--- src/rtl/core/lgrq_pkg.sv ---
// Shared types and constants of the longest gap range query block.
// No dependencies; every other file of the block imports this package.
package lgrq_pkg;

  localparam int unsigned DEPTH_DEF       = 1024;
  localparam int unsigned VALUE_WIDTH_DEF = 32;

  localparam int unsigned POS_W  = 10;
  localparam int unsigned END_W  = 11;
  localparam int unsigned DATA_W = 32;
  localparam int unsigned EXT_W  = 64;
  localparam int unsigned RUN_W  = 11;
  localparam logic [RUN_W-1:0] RUN_MAX = {RUN_W{1'b1}};

  typedef enum logic {
    OP_WRITE = 1'b0,
    OP_QUERY = 1'b1
  } lgrq_op_e;

  typedef enum logic [1:0] {
    ST_IDLE,
    ST_SCAN,
    ST_DRAIN
  } lgrq_state_e;

  typedef struct packed {
    logic clear;
    logic step;
  } lgrq_scan_ctrl_t;

endpackage

--- src/rtl/core/lgrq_scan.sv ---
// Run tracker: consumes one element per step and keeps current and best run.
// Depends on lgrq_pkg for field widths, saturation limit and control struct.
module lgrq_scan import lgrq_pkg::*; #(
  parameter int unsigned VALUE_WIDTH = VALUE_WIDTH_DEF,
  parameter int unsigned IDX_W       = 10
) (
  input  logic                   clk_i,
  input  logic                   rst_ni,
  input  lgrq_scan_ctrl_t        ctrl_i,
  input  logic [IDX_W-1:0]       idx_i,
  input  logic [POS_W-1:0]       pos_i,
  input  logic [END_W-1:0]       end_i,
  input  logic [VALUE_WIDTH-1:0] excl_i,
  input  logic [VALUE_WIDTH-1:0] elem_i,
  output logic [RUN_W-1:0]       best_o
);

  localparam int unsigned CMP_W = (IDX_W + 1 > END_W) ? IDX_W + 1 : END_W;

  logic [RUN_W-1:0] cur_q, cur_d;
  logic [RUN_W-1:0] best_q, best_d;
  logic [RUN_W-1:0] cur_inc;
  logic             in_range;

  // The index never reaches the depth, so the end needs no explicit clamp.
  assign in_range = (CMP_W'(idx_i) >= CMP_W'(pos_i)) && (CMP_W'(idx_i) < CMP_W'(end_i));
  assign cur_inc  = (cur_q == RUN_MAX) ? cur_q : cur_q + RUN_W'(1);

  always_comb begin
    cur_d  = cur_q;
    best_d = best_q;
    if (ctrl_i.clear) begin
      cur_d  = '0;
      best_d = '0;
    end else if (ctrl_i.step && in_range) begin
      if (elem_i != excl_i) begin
        cur_d = cur_inc;
        if (cur_inc > best_q) begin
          best_d = cur_inc;
        end
      end else begin
        cur_d = '0;
      end
    end
  end

  always_ff @(posedge clk_i or negedge rst_ni) begin
    if (!rst_ni) begin
      cur_q  <= '0;
      best_q <= '0;
    end else begin
      cur_q  <= cur_d;
      best_q <= best_d;
    end
  end

  assign best_o = best_q;

endmodule

--- config.mk ---
export PLATFORM = sky130hd
export DESIGN_NAME = lgrq_scan
export DESIGN_NICKNAME = d
export VERILOG_FILES = /design/src/rtl/core/lgrq_pkg.sv /design/src/rtl/core/lgrq_scan.sv
export SDC_FILE = /design/constraint.sdc
export NUM_CORES = 1
export LEC_CHECK = 0
export ABC_AREA = 1
export CAP_MARGIN = 20
export CORE_MARGIN = 5
export CORE_UTILIZATION = 54
export CTS_BUF_LIST = sky130_fd_sc_hd__clkbuf_4 sky130_fd_sc_hd__clkbuf_8 sky130_fd_sc_hd__clkbuf_16
export CTS_CLUSTER_DIAMETER = 50
export DETAILED_ROUTE_END_ITERATION = 16
export DONT_BUFFER_PORTS = 1
export PLACE_DENSITY = 0.69
export SLEW_MARGIN = 20
export SYNTH_ARGS = -nofsm -noshare
export SYNTH_HDL_FRONTEND = slang
export SYNTH_SLANG_ARGS = --single-unit
--- constraint.sdc ---
create_clock -name clk_i -period 2.9 [get_ports clk_i]
set_input_delay 0.145 -clock clk_i [delete_from_list [all_inputs] [get_ports clk_i]]
set_output_delay 0.145 -clock clk_i [all_outputs]
set_load 0.02 [all_outputs]
==> results by group <==
GRT
  – Initial antenna violation count: 0
  – GR Util met2: 33.0%
  – GRT Util Overall: 18.8%
  – Met3 Usage GRT: 3.29%
  – First-pass GRT wire length: 9700 um
  – GRT busiest layer: met2
  – Vias in the first global route: 2,266
  – Gr ovfl total: 0
  – Largest net degree at the start of global routing: 23
  – M1 GR Usage: 24.4%

Critical path
  – Worst-path maximum fanout: 8
  – Cell Chain, Critical Path: ha_1 > nand2_2 > nor3_1 > xor2_1 > nand2_1 > ha_1 > nand2_1 > a21oi_1 > o21ai_0 > nand3_1 > nand2_1 > nand2_1 > nand3_1 > buf_4 > nand2_1 > nand2_1
  – Crit path DAT: 2.79 ns
  – R2r endpoint: best_o[3]
  – Cell at the slowest stage of the critical path: dfrtp_1
  – Critical Path RT: 3.06 ns
  – Critical path's most frequent cell: nand2_1
  – Slowest cell delay on critical path: 0.40 ns
  – R2R Setup Slk: 0.27 ns
  – Cell count of the worst reg-to-reg path: 16
  – Crit start category: flip-flop
  – RR Startpoint: cur_q[0]
  – Element type at the critical path end: flip-flop
  – Worst setup path category: reg2reg

Final layout
  – Fin util: 58.1%
  – Commonest cells after routing, fill and taps aside: 138 x nand2_1, 80 x inv_1, 35 x nand3_1, 31 x ha_1, 29 x nor2_1
  – Layout cell share with drive strength beyond 1: 4.58%
  – Layout area overhead: 5.27%
  – Final #Nets: 546
  – Ant diodes: 0
  – Commonest non-fill, non-tap cell in the layout: nand2_1

Timing
  – Final Skew: 0.00309 ns
  – Hold Vio Cnt, Final: 0
  – RSZ-0062 raised after global routing: no
  – Worst-Margin Slew: 0.514 ns
  – Max-slew headroom: 65.8%
  – Setup TNS: 0 ns
  – Clock period minus worst slack: 2.63 ns
  – Fin Hold WS: 0.0675 ns
  – Final worst path period share: 90.8%
  – Max Fclk: 0.380 GHz
  – Setup violators final: 0
  – Setup ws final: 0.267 ns
  – Final Max Slew Viols: 0

Synth
  – Synth top area cells: dfrtp_1 21%, nand2_1 20%, ha_1 15%
  – Main flop type after synthesis: dfrtp_1
  – Synthesized flop and latch total: 22
  – Number of synthesized flops with an enable pin: 0
  – Post-Syn Area: 0.00259 mm^2
  – Asr flop ratio synth: 100%
  – Synth Instances: 411
  – Mapped Nets: 541
  – Largest area contributor in the netlist: dfrtp_1
  – Synth Area per Inst: 6.30 um^2
  – Share of the synthesized area in the top cell type: 21.3%
  – Seq/Total Area, Yosys: 21.3%
  – Netlist cell types: 27
  – Yosys warns: 0

Power and ir drop
  – Pwr Density: 355 mW/mm^2
  – Comb pwr share: 34.8%
  – Clk pwr share: 29.9%
  – VDD IR max: 0.000206 V
  – Leakage Power: 1.65 nW
  – Sw Share: 33.2%
  – Net Switching: 0.321 mW
  – Seq pwr share: 35.3%
  – Pint: 0.645 mW

Placed design
  – Routability congestion estimate: 0.912
  – Pre-CTS WS: 0.288 ns
  – Dpl hpwl: 5070 um
  – IO buf count: 0

Clock network
  – TritonCTS clock tree: done
  – CTS clk-pin slew, worst paths: 0.09 ns
  – Cts bufs inserted: 3
  – CTS Root Cell: clkbuf_8
  – Clock Latency Late Sink: 0.26 ns
  – Clock buffer depth: 2
  – Setup bufs post-CTS: 0
  – H-tree levels: 1
  – Sink Count: 22

Floorplanning
  – Die ar.: 0.00628 mm^2
  – Initial Util: 55.2%
  – Core area: 0.00469 mm^2
  – DIE WIDTH: 79.2 um
  – Die H: 79.2 um
  – # rows: 25
  – Top-Level Pins: 110

Routing
  – Drt via density: 5.12
  – Routed Antenna Nets: 0
  – DRT iter0 DRCs: 125
  – Initial DRT Pass Iterations: 4
  – Drt wl/cell: 12.5 um
  – Total Wirelength: 5850 um
  – DRC: 0
  – DR vias: 2,400

Run
  – Max Cap Viol: 0

Hold path
  – Cells on Worst Hold Path: 3
  – Worst hold endpoint: cur_q[2]
  – Hold Path Origin: ctrl_i[1]
  – Type of the worst min-delay path: in2reg

Status
  – Status: finished, final reports clean
-- kinds of logic (layout without fill, tap and decap cells) --
family | Yosys count | after routing | share of synthesized area [%]
compound gates | 31 | 31 | 6.48
flops | 22 | 22 | 21.3
fa+ha+maj | 31 | 31 | 15.0
buf+inv | 86 | 90 | 13.4
simple gates | 217 | 217 | 35.7
xor+xnor | 24 | 24 | 8.12
-- power by group through the flow --
| stage | clock (mW) | sequential [mW] | combinational, mW |
|---|---|---|---|
| after floorplan | 0 | 0.343 | 0.264 |
| after global placement | 0 | 0.347 | 0.322 |
| after detailed placement | 0 | 0.347 | 0.329 |
| after CTS | 0.296 | 0.341 | 0.338 |
| after global routing | 0.311 | 0.342 | 0.397 |
| final | 0.289 | 0.341 | 0.337 |
-- cell type report --
cell class / instances / area (um^2)
Tap cell: 54 / 67.6
Clock buffer: 3 / 41.3
Clock inverter: 1 / 30.0
Fill cell: 464 / 1970
Timing Repair Buffer: 6 / 45.0
Sequential cell: 22 / 551
Inverter: 80 / 300
Multi-Input combinational cell: 303 / 1690
-- worst max-delay path, delay by kind of cell, from the launching register on --
family          cells  cell delay, ns
buf+inv             1            0.19
fa+ha+maj           2            0.53
xor+xnor            1            0.22
flops               1            0.40
compound gates      2            0.24
simple gates       10            0.94
-- metrics by stage --
step                      cell area (um^2)  power (mW)  instances
after floorplan                       2590       0.607        411
after global placement                2640       0.669        463
after detailed placement              2640       0.676        463
after CTS                             2720       0.976        468
after global routing                  2730        1.05        469
final                                 2730       0.966        469
-- cell usage after synthesis, types with 2 or more instances --
master,number
nand4_1,4
a21o_1,2
o21ai_0,12
inv_1,80
nand3_1,35
nand3_2,2
nor2_1,29
ha_1,31
xnor2_1,22
dfrtp_1,22
xor2_1,2
buf_2,3
a21oi_1,14
nand2_2,3
nand2_1,138
-- worst max path at each step --
stage	slack, ns	endpoint	depth (start not counted)	from
after floorplan	0.51	best_o[10]	16	cur_q[0]
after global placement	0.32	best_o[5]	17	cur_q[0]
after detailed placement	0.29	best_o[3]	17	cur_q[0]
after CTS	0.24	best_o[3]	17	cur_q[0]
after global routing	0.003	best_o[7]	19	cur_q[0]
final	0.27	best_o[3]	16	cur_q[0]
-- sequential cells by signal, summed over array words and instances, names as in the netlist --
name and cells:
best_o 11, cur_q 11
-- routing by layer --
layer	vias to the layer above	share of wire, %
met4	0	0.67
met3	4	8.0
li1	1277	-
met2	91	46
met1	1028	45
met5	-	0
-- repair_timing --
item                                   CTS  global route
setup endpoints to repair                0            11
hold buffers                             1             1
endpoints found under the hold margin   22            22
resized for setup                        0             1
Note: power is estimated with default switching activity, not from simulation.
