### src/rtl/core/lgrq_pkg.sv
// Shared types and constants of the longest gap range query block.
// No dependencies; every other file of the block imports this package.
package lgrq_pkg;

  localparam int unsigned DEPTH_DEF       = 1024;
  localparam int unsigned VALUE_WIDTH_DEF = 32;

  localparam int unsigned POS_W  = 10;
  localparam int unsigned END_W  = 11;
  localparam int unsigned DATA_W = 32;
  localparam int unsigned EXT_W  = 64;
  localparam int unsigned RUN_W  = 11;
  localparam logic [RUN_W-1:0] RUN_MAX = {RUN_W{1'b1}};

  typedef enum logic {
    OP_WRITE = 1'b0,
    OP_QUERY = 1'b1
  } lgrq_op_e;

  typedef enum logic [1:0] {
    ST_IDLE,
    ST_SCAN,
    ST_DRAIN
  } lgrq_state_e;

  typedef struct packed {
    logic clear;
    logic step;
  } lgrq_scan_ctrl_t;

endpackage

### src/rtl/core/lgrq_cell.sv
// One storage cell of the rotating element ring.
// Depends on lgrq_pkg for the default value width.
module lgrq_cell import lgrq_pkg::*; #(
  parameter int unsigned VALUE_WIDTH = VALUE_WIDTH_DEF
) (
  input  logic                   clk_i,
  input  logic                   wr_en_i,
  input  logic [VALUE_WIDTH-1:0] wr_val_i,
  input  logic                   shift_i,
  input  logic [VALUE_WIDTH-1:0] nbr_i,
  output logic [VALUE_WIDTH-1:0] val_o
);

  logic [VALUE_WIDTH-1:0] val_q;

  // Load on a write, take the neighbour's value on a rotation step, else hold.
  always_ff @(posedge clk_i) begin
    if (wr_en_i) begin
      val_q <= wr_val_i;
    end else if (shift_i) begin
      val_q <= nbr_i;
    end
  end

  assign val_o = val_q;

endmodule

### config.mk
export PLATFORM = sky130hd
export DESIGN_NAME = lgrq_cell
export DESIGN_NICKNAME = d
export VERILOG_FILES = /design/src/rtl/core/lgrq_pkg.sv /design/src/rtl/core/lgrq_cell.sv
export SDC_FILE = /design/constraint.sdc
export NUM_CORES = 1
export LEC_CHECK = 0
export BUFFER_PORTS_ARGS = -buffer_cell sky130_fd_sc_hd__buf_2
export CAP_MARGIN = 20
export CORE_MARGIN = 4
export CORE_UTILIZATION = 45
export DETAILED_ROUTE_END_ITERATION = 8
export PLACE_DENSITY = 0.85
export SKIP_LAST_GASP = 1
export SLEW_MARGIN = 20
export SYNTH_ARGS = -nofsm -noshare
export SYNTH_HDL_FRONTEND = slang
export SYNTH_SLANG_ARGS = --single-unit
### constraint.sdc
create_clock -name clk_i -period 4.9 [get_ports clk_i]
set_clock_uncertainty 0.15 [all_clocks]
set_input_delay 0.98 -clock clk_i [delete_from_list [all_inputs] [get_ports clk_i]]
set_output_delay 0.98 -clock clk_i [all_outputs]
set_load 0.005 [all_outputs]
==> results of run 1 <==
==> worst max-delay path by stage <==
stage | end | startpoint | slack, ps | depth (start not counted)
after floorplan | val_o[0]$_DFFE_PP_ | wr_en_i | 2360 | 3
after detailed placement | val_o[13]$_DFFE_PP_ | wr_en_i | 2120 | 3
after global routing | val_o[2]$_DFFE_PP_ | wr_en_i | 2380 | 3
after CTS | val_o[2]$_DFFE_PP_ | wr_en_i | 2470 | 3
final | val_o[2]$_DFFE_PP_ | wr_en_i | 2490 | 3
after global placement | val_o[13]$_DFFE_PP_ | wr_en_i | 1840 | 3
==> routing by layer <==
layer / routed length, µm / track usage / up-vias
li1: - / - / 471
met1: 1110 / 0.145 / 436
met2: 1700 / 0.268 / 50
met3: 283 / 0.0527 / 10
met4: 95 / 0.0777 / 0
met5: 0 / 0 / -
==> cell usage in the layout (no fill, tap or decap) <==
master and n:
buf_2 98, buf_4 1, clkbuf_1 2, clkbuf_4 5, clkinv_1 1, edfxtp_1 32
mux2_2 3, mux2_4 29, or2_2 1
==> worst max-delay path, stage by stage <==
cell	delay, ps
buf_2	70
buf_4	460
or2_2	680
==> final cells by class <==
type                       instances  area (µm²)  share of cell area
sequential                        32         961               0.471
timing repair buffer              99         498               0.244
multi-input combinational         33         475               0.233
tap                               44        55.1              0.0270
clock buffer                       7        45.0              0.0221
clock inverter                     1        3.75             0.00184
==> kinds of logic (layout without fill, tap and decap cells) <==
kind of cell | count (synthesis) | after routing | share of synthesized area
muxes | 32 | 32 | 0.311
DFF | 32 | 32 | 0.637
buffers and inverters | 4 | 107 | 0.0473
and+or+nand+nor | 1 | 1 | 0.00415
==> power by group <==
part	internal (W)	total [W]	switching, W
clock	0.0000551	0.000136	0.0000805
sequential	0.000336	0.000343	0.00000691
combinational	0.0000672	0.000108	0.0000405
total	0.000458	0.000586	0.000128
==> through the flow <==
step | instance area [µm²] | total power [W] | utilization
floorplan | 1510 | 0.000403 | -
global placement | 1990 | 0.000454 | 0.636
detailed placement | 1990 | 0.000458 | 0.636
CTS | 2040 | 0.000588 | 0.652
global route | 2040 | 0.000615 | 0.652
finish | 2040 | 0.000586 | 0.652
==> metrics.md, run 1 <==
| Metric | Value |
|---|---|
| Status | finished clean |
| Pin count of the biggest net entering global routing | 34 |
| Max-Cap Viols | 0 |
| Crit path time final | 2410 ps |
| CTS buffer count | 5 |
| Synthesized cell area | 0.00151 mm² |
| Routability congestion estimate | 0.774 |
| Vias per std cell | 4.48 |
| CTS clk-pin slew, worst paths | 90 ps |
| Hold Crit Class | in2reg |
| Diode count | 0 |
| Vias in the first global route | 1002 |
| Leak | 0.996 nW |
| Final TNS setup | 0 ps |
| Setup Fix Bufs, Post-CTS | 0 |
| Most area-hungry cell type in the Yosys netlist | edfxtp_1 |
| DRC violations left | 0 |
| Synth top cells by count | 32 x edfxtp_1, 29 x mux2_4, 3 x buf_12, 3 x mux2_2 |
| Initial Util | 0.482 |
| Post-cts gate resize count | 0 |
| Worst Hold End | val_o[24]$_DFFE_PP_ |
| Layout cells sized above 1 | 0.797 |
| Count leader, synth | edfxtp_1 |
| Final setup margin | 2490 ps |
| CTS tree | built |
| Max VDD drop | 134 µV |
| Fin crit share | 0.492 |
| Synthesized area per cell | 21.9 µm² |
| Hold path depth | 2 |
| Crit Path Max Fanout | 33 |
| Post-synth EDFFs | 32 |
| Slew Viols, Final | 0 |
| Setup WS pre-CTS | 2120 ps |
| DIE AREA | 0.00434 mm² |
| Hold Violations, Final | 0 |
| H-tree depth | 2 |
| Crit Path Class | in2reg |
| Routed WL per cell | 14.8 µm |
| TritonRoute pass-1 iters | 2 |
| Chip height | 65.9 µm |
| Largest register FFs | 32 |
| Final wirelength | 3.19 mm |
| Nets | 238 |
| DIE WIDTH | 65.9 µm |
| First-pass GRT wire length | 4.63 mm |
| DRT antenna net count | 0 |
| Row count | 20 |
| Syn-to-layout area delta | 35.2% |
| Clock Tree Buf Depth | 2 |
| Synth cell types | 6 |
| Leading post-synthesis cells by cell area | edfxtp_1 64%, mux2_4 29%, buf_12 4.0%, mux2_2 2.2%, buf_6 0.75% |
| Fin Hold WS | 803 ps |
| Max Freq | 0.415 GHz |
| Hold Buf Count CTS | 0 |
| Detailed Route Iter0 Violations | 21 |
| Least-Margin Pin Slew | 704 ps |
| Post-Syn Nets | 136 |
| Setup-failing EPs final | 0 |
| Async SR Flop Fraction | 0 |
| Most used DFF post-synth | edfxtp_1 |
| Required time of the worst setup path | 4700 ps |
| Placed insts | 208 |
| Critical Path Start Type | input pin |
| Congestion Overflow GR | 0 |
| Root Driver | clkbuf_4 |
| Post-Syn Instances | 69 |
| Initial antenna violation count | 0 |
| Pwr Density | 287 mW/mm² |
| Routed vias | 967 |
| Arrival time worst endpoint | 2210 ps |
| Slew HR | 0.530 |
| Core footprint | 0.00313 mm² |
| Clk sinks | 32 |
| Port bufs | 98 |
| #FFs+latches synth | 32 |
| Min-delay src | nbr_i[24] |
| Post-synth top area share | 0.637 |
| Crit. End Element | flip-flop |
| # fillers | 237 |
| Top Ports | 99 |
| Gr usage total | 0.148 |
| Yosys warns | 0 |
| Cell Count, Final, Fillers Out | 216 |
| Seq/Total Area, Yosys | 0.637 |
| RSZ-0062 raised after global routing | no |
Note: power is estimated with default switching activity, not from simulation.
==> run 2, diff against run 1 <==
--- a/config.mk
+++ b/config.mk
@@ -5,12 +5,13 @@
 export SDC_FILE = /design/constraint.sdc
 export NUM_CORES = 1
 export LEC_CHECK = 0
+export ABC_AREA = 1
 export BUFFER_PORTS_ARGS = -buffer_cell sky130_fd_sc_hd__buf_2
 export CAP_MARGIN = 20
 export CORE_MARGIN = 4
-export CORE_UTILIZATION = 45
+export CORE_UTILIZATION = 36
 export DETAILED_ROUTE_END_ITERATION = 8
-export PLACE_DENSITY = 0.85
+export PLACE_DENSITY = 0.75
 export SKIP_LAST_GASP = 1
 export SLEW_MARGIN = 20
 export SYNTH_ARGS = -nofsm -noshare
==> constraint.sdc (replaced) <==
create_clock -name clk_i -period 2.1 [get_ports clk_i]
set_clock_uncertainty 0.15 [all_clocks]
set_input_delay 0.42 -clock clk_i [delete_from_list [all_inputs] [get_ports clk_i]]
set_output_delay 0.42 -clock clk_i [all_outputs]
set_load 0.005 [all_outputs]
==> run 2 against run 1 <==
Effect of this change:
- clock power rose to 3.0 times the previous value
- cell area fell by 3.4%
- hold slack got worse by 540 ps
- core utilization fell by 12 points
- sequential share of layout area rose by 1.7 points
- sequential power rose by 130%
- die area rose by 14%
- critical endpoint is now val_o[28]
==> metrics.md, run 2 <==
| Metric | Value |
|---|---|
| Max-Cap Viols | 0 (unchanged) |
| Post-synth EDFFs | 32 (unchanged) |
| CTS buffer count | 5 (unchanged) |
| Count leader, synth | nand2_1 (was edfxtp_1) |
| Post-Route M1 WL | 1.17 mm (was 1.11 mm) |
| Vias in the first global route | 1174 (was 1002) |
| Seq/Total Area, Yosys | 0.686 (was 0.637) |
| Least-Margin Pin Slew | 728 ps (was 704 ps) |
| H-tree depth | 2 (unchanged) |
| Row count | 22 (was 20) |
| Sequential share of power | 0.562 (was 0.585) |
| Crit. End Element | output pin (was flip-flop) |
| Setup Fix Bufs, Post-CTS | 0 (unchanged) |
| Setup-failing EPs final | 0 (unchanged) |
| Root Driver | clkbuf_8 (was clkbuf_4) |
| Crit path time final | 1360 ps |
| #FFs+latches synth | 32 (unchanged) |
| Slew Viols, Final | 0 (unchanged) |
| Slew HR | 0.514 (was 0.530) |
| DRC violations left | 0 (unchanged) |
| Gr usage total | 0.129 (was 0.148) |
| Layout cells sized above 1 | 0.449 (was 0.797) |
| Hold Buf Count CTS | 0 (unchanged) |
| Top Ports | 99 (unchanged) |
| Clock Tree Buf Depth | 2 (unchanged) |
| Placed inst area | 0.00189 mm² (was 0.00199 mm²) |
| First-pass GRT wire length | 4.97 mm (was 4.63 mm) |
| Final wirelength | 3.17 mm (was 3.19 mm) |
| Post-Syn Nets | 204 (was 136) |
| CTS clk-pin slew, worst paths | 60 ps (was 90 ps) |
| Synthesized cell area | 0.00140 mm² (was 0.00151 mm²) |
| Critical Path Start Type | flip-flop (was input pin) |
| Post-Syn Instances | 137 (was 69) |
| Synthesized area per cell | 10.2 µm² (was 21.9 µm²) |
| Leading post-synthesis cells by cell area | edfxtp_1 69%, nand2_1 26%, buf_6 3.2%, buf_4 1.6%, inv_4 0.45% (was edfxtp_1 64%, mux2_4 29%, buf_12 4.0%, mux2_2 2.2%, buf_6 0.75%) |
| Pin count of the biggest net entering global routing | 34 (unchanged) |
| Required time of the worst setup path | 1530 ps (was 4700 ps) |
| Initial antenna violation count | 0 (unchanged) |
| DRT antenna net count | 0 (unchanged) |
| Hold Violations, Final | 0 (unchanged) |
| CP cell instances | buf_2 (was buf_2, buf_4, or2_2) |
| Commonest non-fill, non-tap cell in the layout | buf_2 (unchanged) |
| TritonRoute pass-1 iters | 6 (was 2) |
| Crit Path Class | reg2out (was in2reg) |
| Final Cell Area | 0.00197 mm² (was 0.00204 mm²) |
| Most area-hungry cell type in the Yosys netlist | edfxtp_1 (unchanged) |
| DIE AREA | 0.00495 mm² (was 0.00434 mm²) |
| Yosys warns | 0 (unchanged) |
| Crit. Startpoint | val_o[28]$_DFFE_PP_ (was wr_en_i) |
| Async SR Flop Fraction | 0 (unchanged) |
| Arrival time worst endpoint | 790 ps (was 2210 ps) |
| CP bufs+invs | 1 (was 2) |
| Leak | 1.05 nW (was 0.996 nW) |
| Post-cts gate resize count | 0 (unchanged) |
| Total power | 0.00143 W (was 0.000586 W) |
| Initial Util | 0.377 (was 0.482) |
| Post-synth top area share | 0.686 (was 0.637) |
| Slowest cell on crit path | edfxtp_1 (was or2_2) |
| Max Freq | 0.737 GHz |
| DIE WIDTH | 70.4 µm (was 65.9 µm) |
| Critical Path Max Stage Delay | 380 ps (was 680 ps) |
| Pwr Density | 726 mW/mm² (was 287 mW/mm²) |
| Routed wl met3 | 360 µm (was 283 µm) |
| Congestion Overflow GR | 0 (unchanged) |
| Routed vias | 1234 (was 967) |
| Final TNS setup | 0 ps (unchanged) |
| Switching pwr | 0.000316 W (was 0.000128 W) |
| Met2 wire len | 1.59 mm (was 1.70 mm) |
| Vias per std cell | 4.35 (was 4.48) |
| Core footprint | 0.00372 mm² (was 0.00313 mm²) |
| Hpwl dp | 2.37 mm |
| CTS tree | built (unchanged) |
| Hold Crit Class | in2reg (unchanged) |
| Max VDD drop | 329 µV (was 134 µV) |
| Clock share of power | 0.289 (was 0.231) |
| Routed WL per cell | 11.2 µm (was 14.8 µm) |
| Chip height | 70.4 µm (was 65.9 µm) |
| Diode count | 0 (unchanged) |
| Internal power | 0.00111 W (was 0.000458 W) |
| Hold path depth | 3 (was 2) |
| Cell family with most CP delay | flip-flops (was simple AND/OR/NAND/NOR gates) |
| RSZ-0062 raised after global routing | no (unchanged) |
| Clk sinks | 32 (unchanged) |
| Crit Path Max Fanout | 1 (was 33) |
| Min-delay src | nbr_i[11] (was nbr_i[24]) |
| Most frequent cells in the layout | 98 x buf_2, 96 x nand2_1, 32 x edfxtp_1, 5 x clkbuf_8, 2 x clkinv_1 (was 98 x buf_2, 32 x edfxtp_1, 29 x mux2_4, 5 x clkbuf_4, 3 x mux2_2) |
| Fin crit share | 0.646 |
| Synth top cells by count | 96 x nand2_1, 32 x edfxtp_1, 4 x buf_6 (was 32 x edfxtp_1, 29 x mux2_4, 3 x buf_12, 3 x mux2_2) |
| Synth cell types | 6 (unchanged) |
| Status | finished clean (unchanged) |
| Largest register FFs | 32 (unchanged) |
| Sw frac | 0.221 (was 0.218) |
| Detailed Route Iter0 Violations | 61 (was 21) |
| Syn-to-layout area delta | 40.4% (was 35.2%) |
| Worst Hold End | val_o[11]$_DFFE_PP_ (was val_o[24]$_DFFE_PP_) |
| Routability congestion estimate | 0.711 (was 0.774) |
| Gate power share | 0.150 (was 0.184) |
| Port bufs | 98 (unchanged) |
| Most used DFF post-synth | edfxtp_1 (unchanged) |
| Nets | 303 (was 238) |
| Top layer in use | met4 (unchanged) |
==> run 2: through the flow <==
stage	hold WS [ps]	util	worst slack (ps)	cells
after floorplan	449	-	570	137
after global placement	537	0.509	488	277
after detailed placement	536	0.509	461	277
after CTS	251	0.530	729	284
after global routing	251	0.530	682	284
final	258	0.530	743	284
==> run 2: power groups by stage <==
stage / registers (W) / clock network, W / logic [W]
2_1_floorplan: 0.000826 / 0 / 0.0000759
3_3_place_gp: 0.000813 / 0 / 0.000215
3_5_place_dp: 0.000816 / 0 / 0.000218
4_1_cts: 0.000803 / 0.000432 / 0.000219
5_1_grt: 0.000810 / 0.000453 / 0.000242
6_report: 0.000802 / 0.000413 / 0.000214
==> run 2: metal layers <==
| layer | GRT usage | vias to the layer above |
|---|---|---|
| li1 | - | 631 |
| met3 | 0.0388 | 4 |
| met5 | 0 | - |
| met4 | 0.0702 | 0 |
| met1 | 0.131 | 527 |
| met2 | 0.233 | 72 |
==> run 2: cell families after synthesis <==
group         share of synthesized area
simple gates                      0.262
buf+inv                          0.0527
flops                             0.686
==> run 2: worst max path at each step <==
stage	cells after the start	slack, ps	end
2_1_floorplan	2	570	val_o[0]$_DFFE_PP_
3_3_place_gp	2	490	val_o[13]$_DFFE_PP_
3_5_place_dp	2	460	val_o[12]$_DFFE_PP_
4_1_cts	1	730	val_o[26]
5_1_grt	5	680	val_o[28]$_DFFE_PP_
6_report	1	740	val_o[28]
==> run 2: area by class of cell <==
cell class | count | area [µm²]
clock inverter | 2 | 7.51
fill | 374 | 1750
inverter | 1 | 6.26
sequential | 32 | 961
timing repair buffer | 99 | 498
clock buffer | 5 | 68.8
multi-input combinational | 97 | 367
tap | 48 | 60.1
